==> src/rtl/core/hhq_pkg.sv <==
// ----------------------------------------------------------------------------
// hhq_pkg
// Types and constants shared by the height query block.
// ----------------------------------------------------------------------------
package hhq_pkg;

	localparam int CFG_DATA_W = 32;

	typedef enum logic [2:0] {
		CFG_MAP_SIZE     = 3'd0,
		CFG_MAX_HEIGHT   = 3'd1,
		CFG_GRID_SQUARES = 3'd2,
		CFG_OFFSET_X     = 3'd3,
		CFG_OFFSET_Z     = 3'd4
	} cfg_idx_t;

	localparam logic KIND_WRITE = 1'b0;
	localparam logic KIND_QUERY = 1'b1;

	localparam logic [30:0] MAP_SIZE_RST     = 31'd16777216;
	localparam logic [30:0] MAX_HEIGHT_RST   = 31'd6553600;
	localparam logic [7:0]  GRID_SQUARES_RST = 8'd255;

	typedef struct packed {
		logic [30:0]        map_size;
		logic [30:0]        max_height;
		logic [7:0]         grid_squares;
		logic signed [31:0] offset_x;
		logic signed [31:0] offset_z;
	} cfg_t;

	typedef struct packed {
		logic        is_query;
		logic        off_grid;
		logic [7:0]  col;
		logic [7:0]  row;
		logic [7:0]  value;
		logic [30:0] lx;
		logic [30:0] lz;
	} item_t;

endpackage

==> src/rtl/core/hhq_front.sv <==
// ----------------------------------------------------------------------------
// hhq_front
// Translates query points into terrain space, flags points off the grid and passes texel writes through.
// ----------------------------------------------------------------------------
module hhq_front #(
	parameter int GRID_VERTS = 256
) (
	input  logic               req_valid,
	output logic               req_ready,
	input  logic               kind,
	input  logic [7:0]         texel_col,
	input  logic [7:0]         texel_row,
	input  logic [7:0]         texel_value,
	input  logic signed [31:0] world_x,
	input  logic signed [31:0] world_z,
	input  hhq_pkg::cfg_t      cfg,
	input  logic               q_ready,
	output logic               q_push,
	output hhq_pkg::item_t     q_item
);
	import hhq_pkg::*;

	logic signed [32:0] lx;
	logic signed [32:0] lz;
	logic               degenerate;
	logic               x_out;
	logic               z_out;

	always_comb begin
		lx = 33'(world_x) - 33'(cfg.offset_x);
		lz = 33'(cfg.offset_z) - 33'(world_z);
		degenerate = (cfg.map_size == '0) || (cfg.grid_squares == '0) ||
			(int'(cfg.grid_squares) >= GRID_VERTS);
		x_out = lx[32] || (lx[31:0] >= {1'b0, cfg.map_size});
		z_out = lz[32] || (lz[31:0] >= {1'b0, cfg.map_size});
		q_item.is_query = (kind == KIND_QUERY);
		q_item.off_grid = degenerate || x_out || z_out;
		q_item.col      = texel_col;
		q_item.row      = texel_row;
		q_item.value    = texel_value;
		q_item.lx       = lx[30:0];
		q_item.lz       = lz[30:0];
	end

	assign req_ready = q_ready;
	assign q_push    = req_valid && q_ready;

endmodule

==> config.mk <==
export PLATFORM = sky130hd
export DESIGN_NAME = hhq_front
export DESIGN_NICKNAME = d
export VERILOG_FILES = /design/src/rtl/core/hhq_pkg.sv /design/src/rtl/core/hhq_front.sv
export SDC_FILE = /design/constraint.sdc
export NUM_CORES = 1
export LEC_CHECK = 0
export BUFFER_PORTS_ARGS = -buffer_cell sky130_fd_sc_hd__buf_4
export CORE_AREA = 2 2 122 124
export DETAILED_ROUTE_END_ITERATION = 6
export DIE_AREA = 0 0 124 126
export MAX_ROUTING_LAYER = met4
export PLACE_DENSITY = 0.84
export SETUP_SLACK_MARGIN = 0.5
export SYNTH_ARGS = -nofsm -noshare
export SYNTH_HDL_FRONTEND = slang
export SYNTH_SLANG_ARGS = --single-unit
==> constraint.sdc <==
create_clock -name vclk -period 6.1
set_clock_uncertainty 0.15 [all_clocks]
set_input_delay 1.22 -clock vclk [all_inputs]
set_output_delay 1.22 -clock vclk [all_outputs]
set_load 0.05 [all_outputs]
### After elaboration in Yosys (flattened, before gate mapping)

Index checks and enable logic that the tools add are counted.

| storage, ports and cells | value |
|---|---|
| register bits after elaboration | 0 |
| output and inout bits | 90 |
| word-level logic and storage cells | 12 |

| cells by class | value |
|---|---|
| $add $sub $neg | 2 |
| $lt $le $gt $ge | 2 |
| reduce and logical (&&, ||, !) cells | 8 |

Operators by type and width:

| operator | count |
|---|---|
| 32-bit by 32-bit subtractor with 33-bit output | 2 |
| 32-bit by 31-bit greater-or-equal comparator with 1-bit output | 2 |
| 31-bit zero test | 1 |
| 8-bit zero test | 1 |
| 1-bit logical OR | 5 |
| 1-bit logical AND | 1 |

### Depth between registers and ports, before layout

| logic depth | value |
|---|---|
| word-level depth | 5 |
| mapped depth | 21 |

### Worst setup path before layout

OpenSTA, ideal clock, no wires.

| timing path | value |
|---|---|
| path kind | input port to output port |
| start point | input cfg[0] (netlist name) |
| end point | output q_item[86] (netlist name) |
| data arrival time | 6714 ps |
| data required time | 4730 ps |
| slack | -1984 ps |
| cell stages on the path | 21 |
| path buffers | 0 |
| cell sequence | inv_1 ha_1 inv_1 fa_1 a211oi_1 o211ai_1 a31o_2 o31ai_1 a21boi_0 o21ai_0 and2b_1 o311ai_0 ha_1 nand4_1 nor4_1 a222oi_1 nor4b_1 o221ai_1 a211oi_1 o211ai_1 a211o_1 |

RTL lines:

| element | line | text |
|---|---|---|
| start: declaration | hhq_front.sv:16 | `input hhq_pkg::cfg_t cfg,` |
| end: declaration | hhq_front.sv:19 | `output hhq_pkg::item_t q_item` |

==> run metrics <==
synthesis-to-finish area growth=70.7%; clkbuf count=0; first-pass GRT wire length=31400 µm; vias in the first global route=7051; CP required=4.73 ns; DPL Wire Length=17800 µm; Hold Vio Cnt, Final=0; setup violators final=1; num ports=315; Crit Path Max Fanout=4; drt first pass iters=5; commonest non-fill, non-tap cell in the layout=buf_4; post-synth top area cell=ha_1; fin crit period=7.03 ns; number of distinct library cells after synthesis=73; vias per cell=5.27; Static Leak=4.87 nW; most frequent cells in the layout=buf_4, ha_1, inv_1; crit-path max cell delay=0.40 ns; crit path buf inv count=5; initial antenna violation count=0; sequential-to-total area share from yosys stat=0%; Worst Path Arrival=5.66 ns; die area=15600 µm²; pin count of the biggest net entering global routing=8; CP max stage cell=a2111oi_4; Overflow after GRT=0; syn nets=1106; Max rail drop VDD=141 µV; Seq. cell area=0 µm²; initial DRC count=320; PwrDens=170 nW/µm²; status=complete, but fails checks; failing checks=setup timing; core area=14300 µm²; Worst Hold Class=in2out; residual DRC count=0; Starting Density=36.9%; syn avg cell area=7.01 µm²; routed vias=7019; GRT Util Overall=25.4%; final worst slack=-0.930 ns; global placer's final weighted congestion=0.923; top-area cell type share of the netlist area=29.9%; cells along the critical path=buf_4 > inv_1 > ha_1 > a2111oi_4 > inv_1 > o211ai_1 > o2111ai_2 > a22o_1 > nor3_4 > xnor2_2 > ha_1 > o211ai_1 > buf_4 > nor3_2 > a222oi_1 > nor4b_2 > o221ai_1 > a211oi_1 > o211ai_1 > a211o_2 > buf_8; hold depth=0; cell area after synthesis=5280 µm²; CP Launch Type=input port; Max Cap Viol=0; unrepaired setup endpoints after global routing=true; Crit Path Class=in2out; Slew @ Worst Pin=0.828 ns; WL final=20600 µm; relative slew slack=44.3%; cell count along the critical path=21; Antenna Diode Count=0; FFs & Latches=0; final core occ=63.0%; NumNets Final=1503; cells after synthesis=753; most frequent cell on the critical path=o211ai_1; setup TNS=-0.930 ns; critical path endpoint category=output pin; pins over their slew limit=0; Die Span Y=126 µm; period utilization=115%; Die W=124 µm; Yosys Warn Count=0; Port Buffers=234; layout cell share with drive strength beyond 1=44.0%; Antenna Violating Nets Remaining=0; Crit path max-delay family=compound AO/OA/AOI/OAI gates; fmax=142 MHz; Synth area leaders=ha_1, inv_1, a21oi_1, xnor2_1, buf_4; Site Rows=44; mean routed wirelength per cell=15.5 µm
==> layer usage <==
metal | wire [µm] | share of wire, % | vias up | track usage [%]
met5 | 0 | 0 | - | -
met2 | 10700 | 52 | 285 | 47.5
met1 | 8070 | 39 | 3188 | 28.8
met4 | 478 | 2.3 | 0 | 4.56
li1 | - | - | 3492 | -
met3 | 1430 | 6.9 | 54 | 3.03
==> area by class of cell <==
class | instances | area (µm²)
Fill cell | 1214 | 5300
Inverter | 123 | 467
Multi-Input combinational cell | 598 | 5080
Tap cell | 184 | 230
Timing Repair Buffer | 427 | 3230
==> per-stage QoR <==
step	instances	setup WS [ns]	area (µm²)	total power, mW	hold WS (ns)
after floorplan	753	-0.604	5570	0.914	2.46
after CTS	1325	-0.939	8820	1.49	2.29
after global placement	1318	-1.01	8680	1.43	2.29
after detailed placement	1318	-1.09	8680	1.46	2.29
after global routing	1332	-1.19	9010	1.65	2.29
final	1332	-0.930	9010	1.53	2.29
==> path summary, 6_finish.rpt <==
check,from,endpoint,slack [ns]
setup / recovery,world_z[4],q_item[86],-0.93
hold / removal,texel_value[0],q_item[62],2.29
==> timing repair <==
action / CTS / global route
hold buffers: 0 / 0
setup endpoints to repair: 2 / 5
pin swaps: 24 / 43
setup buffers: 7 / 7
resized for setup: 20 / 30
endpoints found under the hold margin: 0 / 0
==> Yosys cell counts (3+ instances only) <==
| master | instances |
|---|---|
| a2111oi_0 | 4 |
| a2111oi_2 | 3 |
| a211oi_1 | 5 |
| a21boi_0 | 6 |
| a21o_1 | 23 |
| a21oi_1 | 64 |
| a31oi_1 | 4 |
| and2_1 | 4 |
| and3_1 | 5 |
| and4_1 | 3 |
| buf_4 | 26 |
| clkbuf_1 | 4 |
| ha_1 | 126 |
| inv_1 | 123 |
| nand2_1 | 42 |
| nand2b_1 | 9 |
| nand3_1 | 14 |
| nand4_1 | 14 |
| nor2_1 | 48 |
| nor2b_1 | 6 |
| nor3_1 | 16 |
| nor3b_1 | 3 |
| nor4_1 | 14 |
| nor4b_1 | 3 |
| o2111ai_1 | 5 |
| o211ai_1 | 13 |
| o21a_1 | 8 |
| o21ai_0 | 35 |
| o21ai_1 | 4 |
| o21bai_1 | 10 |
| o31ai_1 | 5 |
| or3_1 | 3 |
| xnor2_1 | 35 |
| xor2_1 | 14 |
==> cells by family (layout without fill, tap and decap cells) <==
logic type / count (synthesis) / after routing / share of synthesized area (%)
multiplexers: 3 / 3 / 0.592
AND/OR/NAND/NOR: 197 / 197 / 19.1
adder cells (fa/ha/maj): 128 / 128 / 30.6
AO/OA/AOI/OAI: 221 / 221 / 28.6
XOR/XNOR: 49 / 49 / 8.13
buffers and inverters: 155 / 550 / 12.9
==> report_power, final <==
group,internal (mW),switching (mW)
clock network,0,0
registers,0,0
logic,0.675,0.859
Note: power is estimated with default switching activity, not from simulation.
