[src/rtl/core/hhq_pkg.sv]
// ----------------------------------------------------------------------------
// hhq_pkg
// Types and constants shared by the height query block.
// ----------------------------------------------------------------------------
package hhq_pkg;

	localparam int CFG_DATA_W = 32;

	typedef enum logic [2:0] {
		CFG_MAP_SIZE     = 3'd0,
		CFG_MAX_HEIGHT   = 3'd1,
		CFG_GRID_SQUARES = 3'd2,
		CFG_OFFSET_X     = 3'd3,
		CFG_OFFSET_Z     = 3'd4
	} cfg_idx_t;

	localparam logic KIND_WRITE = 1'b0;
	localparam logic KIND_QUERY = 1'b1;

	localparam logic [30:0] MAP_SIZE_RST     = 31'd16777216;
	localparam logic [30:0] MAX_HEIGHT_RST   = 31'd6553600;
	localparam logic [7:0]  GRID_SQUARES_RST = 8'd255;

	typedef struct packed {
		logic [30:0]        map_size;
		logic [30:0]        max_height;
		logic [7:0]         grid_squares;
		logic signed [31:0] offset_x;
		logic signed [31:0] offset_z;
	} cfg_t;

	typedef struct packed {
		logic        is_query;
		logic        off_grid;
		logic [7:0]  col;
		logic [7:0]  row;
		logic [7:0]  value;
		logic [30:0] lx;
		logic [30:0] lz;
	} item_t;

endpackage

[src/rtl/core/hhq_queue.sv]
// ----------------------------------------------------------------------------
// hhq_queue
// Two-entry queue between the front end and the evaluation unit.
// ----------------------------------------------------------------------------
module hhq_queue (
	input  logic           clk,
	input  logic           arst_n,
	input  logic           push,
	input  hhq_pkg::item_t push_item,
	output logic           push_ready,
	input  logic           pop,
	output logic           pop_valid,
	output hhq_pkg::item_t pop_item
);
	import hhq_pkg::*;

	item_t      entry_q [2];
	logic       wr_ptr_q;
	logic       rd_ptr_q;
	logic [1:0] count_q;

	assign push_ready = (count_q != 2'd2);
	assign pop_valid  = (count_q != 2'd0);
	assign pop_item   = entry_q[rd_ptr_q];

	always_ff @(posedge clk or negedge arst_n) begin
		if (!arst_n) begin
			wr_ptr_q <= 1'b0;
			rd_ptr_q <= 1'b0;
			count_q  <= 2'd0;
		end else begin
			if (push) begin
				wr_ptr_q <= ~wr_ptr_q;
			end
			if (pop) begin
				rd_ptr_q <= ~rd_ptr_q;
			end
			if (push && !pop) begin
				count_q <= count_q + 2'd1;
			end else if (pop && !push) begin
				count_q <= count_q - 2'd1;
			end
		end
	end

	always_ff @(posedge clk) begin
		if (push) begin
			entry_q[wr_ptr_q] <= push_item;
		end
	end

endmodule

[config.mk]
export PLATFORM = sky130hd
export DESIGN_NAME = hhq_queue
export DESIGN_NICKNAME = d
export VERILOG_FILES = /design/src/rtl/core/hhq_pkg.sv /design/src/rtl/core/hhq_queue.sv
export SDC_FILE = /design/constraint.sdc
export NUM_CORES = 1
export LEC_CHECK = 0
export BUFFER_PORTS_ARGS = -buffer_cell sky130_fd_sc_hd__buf_2
export CAP_MARGIN = 25
export CORE_MARGIN = 10
export CORE_UTILIZATION = 54
export CTS_BUF_LIST = sky130_fd_sc_hd__clkbuf_4
export DETAILED_ROUTE_END_ITERATION = 8
export PLACE_DENSITY = 0.91
export SETUP_SLACK_MARGIN = 0.2
export SYNTH_ARGS = -nofsm -noshare
export SYNTH_HDL_FRONTEND = slang
export SYNTH_SLANG_ARGS = --single-unit
[constraint.sdc]
create_clock -name clk -period 5.6 [get_ports clk]
set_input_delay 0.28 -clock clk [delete_from_list [all_inputs] [get_ports clk]]
set_output_delay 0.28 -clock clk [all_outputs]
set_load 0.02 [all_outputs]
======== Word level (Yosys, flattened, before mapping) ========
Memories as Yosys holds them, arrays and structs flattened.
Index checks and enable logic that the tools add are counted.
operators by class
  muxes and demuxes ....................... 4
  reductions and logical operators ........ 6
  $mul .................................... 0
  shifts and indexed selects .............. 0
  bitwise operators ....................... 2
  $add $sub $neg .......................... 2
  divide/modulo/power cells ............... 0
  equality and inequality tests ........... 1
  $lt $le $gt $ge ......................... 0
operator list
  cell                                                                number
  2-bit 2-to-1 mux                                                    2
  2-bit nonzero test                                                  2
  2-bit by 1-bit adder with 2-bit output, second input constant       1
  1-bit logical AND                                                   2
  1-bit logical NOT                                                   2
  1-bit 2-to-1 mux                                                    2
  2-bit inequality test, second input constant                        1
  1-bit NOT                                                           2
  2-bit by 1-bit subtractor with 2-bit output, second input constant  1
word-level totals
  register bits after elaboration ......... 4
  logic and storage cells ................. 19
  latch bits .............................. 0
  memory bits (writable) .................. 176
  ROM bits ................................ 0
  memories ................................ 1
  input bits .............................. 92
  output and inout bits ................... 90
memory list
  memory   depth  width  read ports  clocked after memory_dff  wr ports  RTL line         text
  entry_q  2      88     1           0                         1         hhq_queue.sv:17  item_t entry_q [2];

======== Depth between registers and ports, before layout ========
  depth in word-level cells ............... 4
  depth in mapped cells ................... 5
  mapped depth without buffers ............ 5

======== Worst setup path before layout ========
OpenSTA, ideal clock, no wires.
  kind .................................... register -> register
  start point ............................. register wr_ptr_q
  end point ............................... memory entry_q[0][0] (netlist name) (enable)
  data required time ...................... 5.054 ns
  library setup time ...................... 0.546 ns
  setup slack ............................. 0.753 ns
  buffers on the path ..................... 0
  stages on the path, launching flop included .. 2
  clock period less this slack ............ 4.847 ns
  arrival ................................. 4.301 ns
  cell sequence ........................... dfrtp_1 nor2b_1
RTL lines
  what                    RTL line         text
  from (decl)             hhq_queue.sv:18  logic wr_ptr_q;
  from (signal assigned)  hhq_queue.sv:33  wr_ptr_q <= ~wr_ptr_q;
  to (decl)               hhq_queue.sv:17
Straight into the memory's write port.

==> impl_metrics.json <==
{
  "ctsResizeCount": 0,
  "rsz0062_at_grt": "no",
  "ir_drop_uv": 413,
  "grt_usage_pct": 17.9,
  "syn-cell-area_mm2": 0.00657,
  "critPathKind": "register to output pin",
  "io_buffers": 181,
  "critPathMaxFanout": 53,
  "syn_inst": 290,
  "slew-limit-headroom_pct": 56.1,
  "setup_viol": 0,
  "drive_gt1_share_pct": 52.0,
  "numCtsBuffers": 17,
  "final_util_pct": 74.6,
  "leakagePower_nw": 3.44,
  "hold_viol": 0,
  "dr.pass1.iters": 4,
  "core_area_mm2": 0.0120,
  "avgViaCountPerCell": 5.09,
  "yosysSeqAreaShare_pct": 81.9,
  "fin_crit_ns": 2.54,
  "root_buffer": "clkbuf_4",
  "wirelength_mm": 15.0,
  "grt_overflow": 0,
  "grt_pass1_wl_mm": 22.6,
  "power_mw": 4.13,
  "cp.arrival_ns": 2.26,
  "wl_per_cell_um": 20.3,
  "synth.distinct_cells": 15,
  "powerDensity_mw_per_mm2": 463,
  "ios": 182,
  "cp-end-kind": "output pin",
  "clock_latency_ns": 0.56,
  "die_area_mm2": 0.0170,
  "antenna_found_initial": 1,
  "clk_pin_slew_ns": 0.13,
  "hold_slack_ns": 0.117,
  "status": "complete, no violations",
  "finalCritPeriodShare_pct": 45.4,
  "synth_seq_cells": 180,
  "post-route-drc-count": 0,
  "cp-start-kind": "register",
  "area_delta_synth_final_pct": 35.9,
  "avgSynthCellArea_um2": 22.7,
  "chipHeight_um": 130,
  "slew_viol_final": 0,
  "htreeDepth": 4,
  "initial_core_util_pct": 54.9,
  "cts_max_path_buffers": 2,
  "grt_max_degree": 54,
  "worstMarginPinSlew_ns": 0.658,
  "die_x_um": 130,
  "clock-skew-final_ns": 0.0125,
  "rows": 40,
  "drt_iter0_markers": 234,
  "cts_sinks": 180,
  "num-nets-final": 668,
  "required_ns": 5.32,
  "cts_tree": "done",
  "fin_tns_setup_ns": 0,
  "max_freq_ghz": 0.394,
  "hpwl_mm": 9.10,
  "syn_nets": 383,
  "ant_nets": 0,
  "min_path_type": "input port to asynchronous set/reset pin",
  "grt_pass1_vias": 4148,
  "drv_cap": 0,
  "yosysWarnings": 0,
  "num_vias": 3744,
  "routabilityCongestion": 0.710
}
## sequential cells by signal (all words and copies together), names as in the netlist
name      flops
entry_q     176
wr_ptr_q      1
count_q       2
rd_ptr_q      1
## synthesized netlist by cell type
cell type,number,area share [%]
edfxtp_1,176,80
mux2_2,78,13
mux2_4,10,2.3
buf_2,7,0.53
dfrtp_1,4,1.5
xor2_1,4,0.53
buf_6,3,0.51
and2_1,1,0.095
ha_1,1,0.19
inv_1,1,0.057
nand2b_1,1,0.095
nor2_1,1,0.057
nor2b_1,1,0.095
or2_2,1,0.095
xnor2_1,1,0.13
## area by class of cell
cell class,instances,area [um2]
multi-input cells,99,1120
flip-flops and latches,180,5390
clock buffers,18,135
clock inverters,13,189
repair buffers,276,1900
fillers,689,3030
diodes,2,5.00
inverters,1,3.75
well taps,147,184
## path summary, 6_finish.rpt
| check | startpoint | endpoint | cells after the start | slack [ns] |
|---|---|---|---|---|
| hold reg to reg | count_q[1] | count_q[1] | 1 | 0.50 |
| min in group clk | push_item[15] | entry_q[0][15] | 2 | 0.44 |
| hold / removal | arst_n | wr_ptr_q | 2 | 0.12 |
| setup reg to reg | wr_ptr_q | entry_q[0][76] | 3 | 3.62 |
| max in group asynchronous | arst_n | rd_ptr_q | 2 | 5.35 |
| setup / recovery | rd_ptr_q | pop_item[0] | 3 | 3.06 |
## layer usage
layer | global-route usage, % | wire, um
met5 | 0 | 0
met4 | 8.66 | 409
met3 | 6.49 | 1240
met2 | 32.0 | 8070
met1 | 18.2 | 5240
## through the flow
stage               instances  setup slack [ns]  cell area, um2
global placement          609              3.17            7610
floorplan                 290             0.753            6570
detailed placement        612              3.62            7690
finish                    736              3.06            8930
global route              735              2.92            8930
CTS                       734              3.00            8920
## timing repair
action                                 CTS  global route
buffers inserted                         0             0
endpoints found under the hold margin  182             0
hold buffers                            91             0
## report_power, final
part | leakage, nW | internal [mW] | total, mW | switching, mW
combinational | 1.57 | 0.608 | 1.43 | 0.822
sequential | 1.70 | 1.79 | 1.91 | 0.123
clock | 0.174 | 0.394 | 0.795 | 0.401
total | 3.44 | 2.79 | 4.13 | 1.35
## critical path, stage by stage (launching register included)
cell	delay (ns)
dfrtp_4	0.79
buf_16	0.35
mux2_2	0.39
buf_2	0.17
## kinds of logic (layout without fill, tap and decap cells)
logic type / after synthesis / count (layout) / share of synthesized area, %
mux: 88 / 88 / 15.7
buf+inv: 11 / 308 / 1.10
other cells: 0 / 2 / 0
flops: 180 / 180 / 81.9
xor+xnor: 5 / 5 / 0.666
fa+ha+maj: 1 / 1 / 0.190
simple gates: 5 / 5 / 0.438
## cells in the final DEF (no fill, tap or decap)
cell type        n
clkinv_1         3
nand2b_1         1
dfrtp_1          3
xor2_1           4
clkinv_2         4
buf_16           2
ha_1             1
buf_4            1
or2_2            1
nor2_1           1
clkbuf_4        18
mux2_2          78
inv_1            1
and2_4           1
dlygate4sd3_1   91
buf_2          181
dfrtp_4          1
xnor2_1          1
diode_2          2
edfxtp_1       176
nor2b_4          1
mux2_4          10
buf_12           1
bufinv_16        5
clkinvlp_4       1
Power figures use the tool's default switching activity.
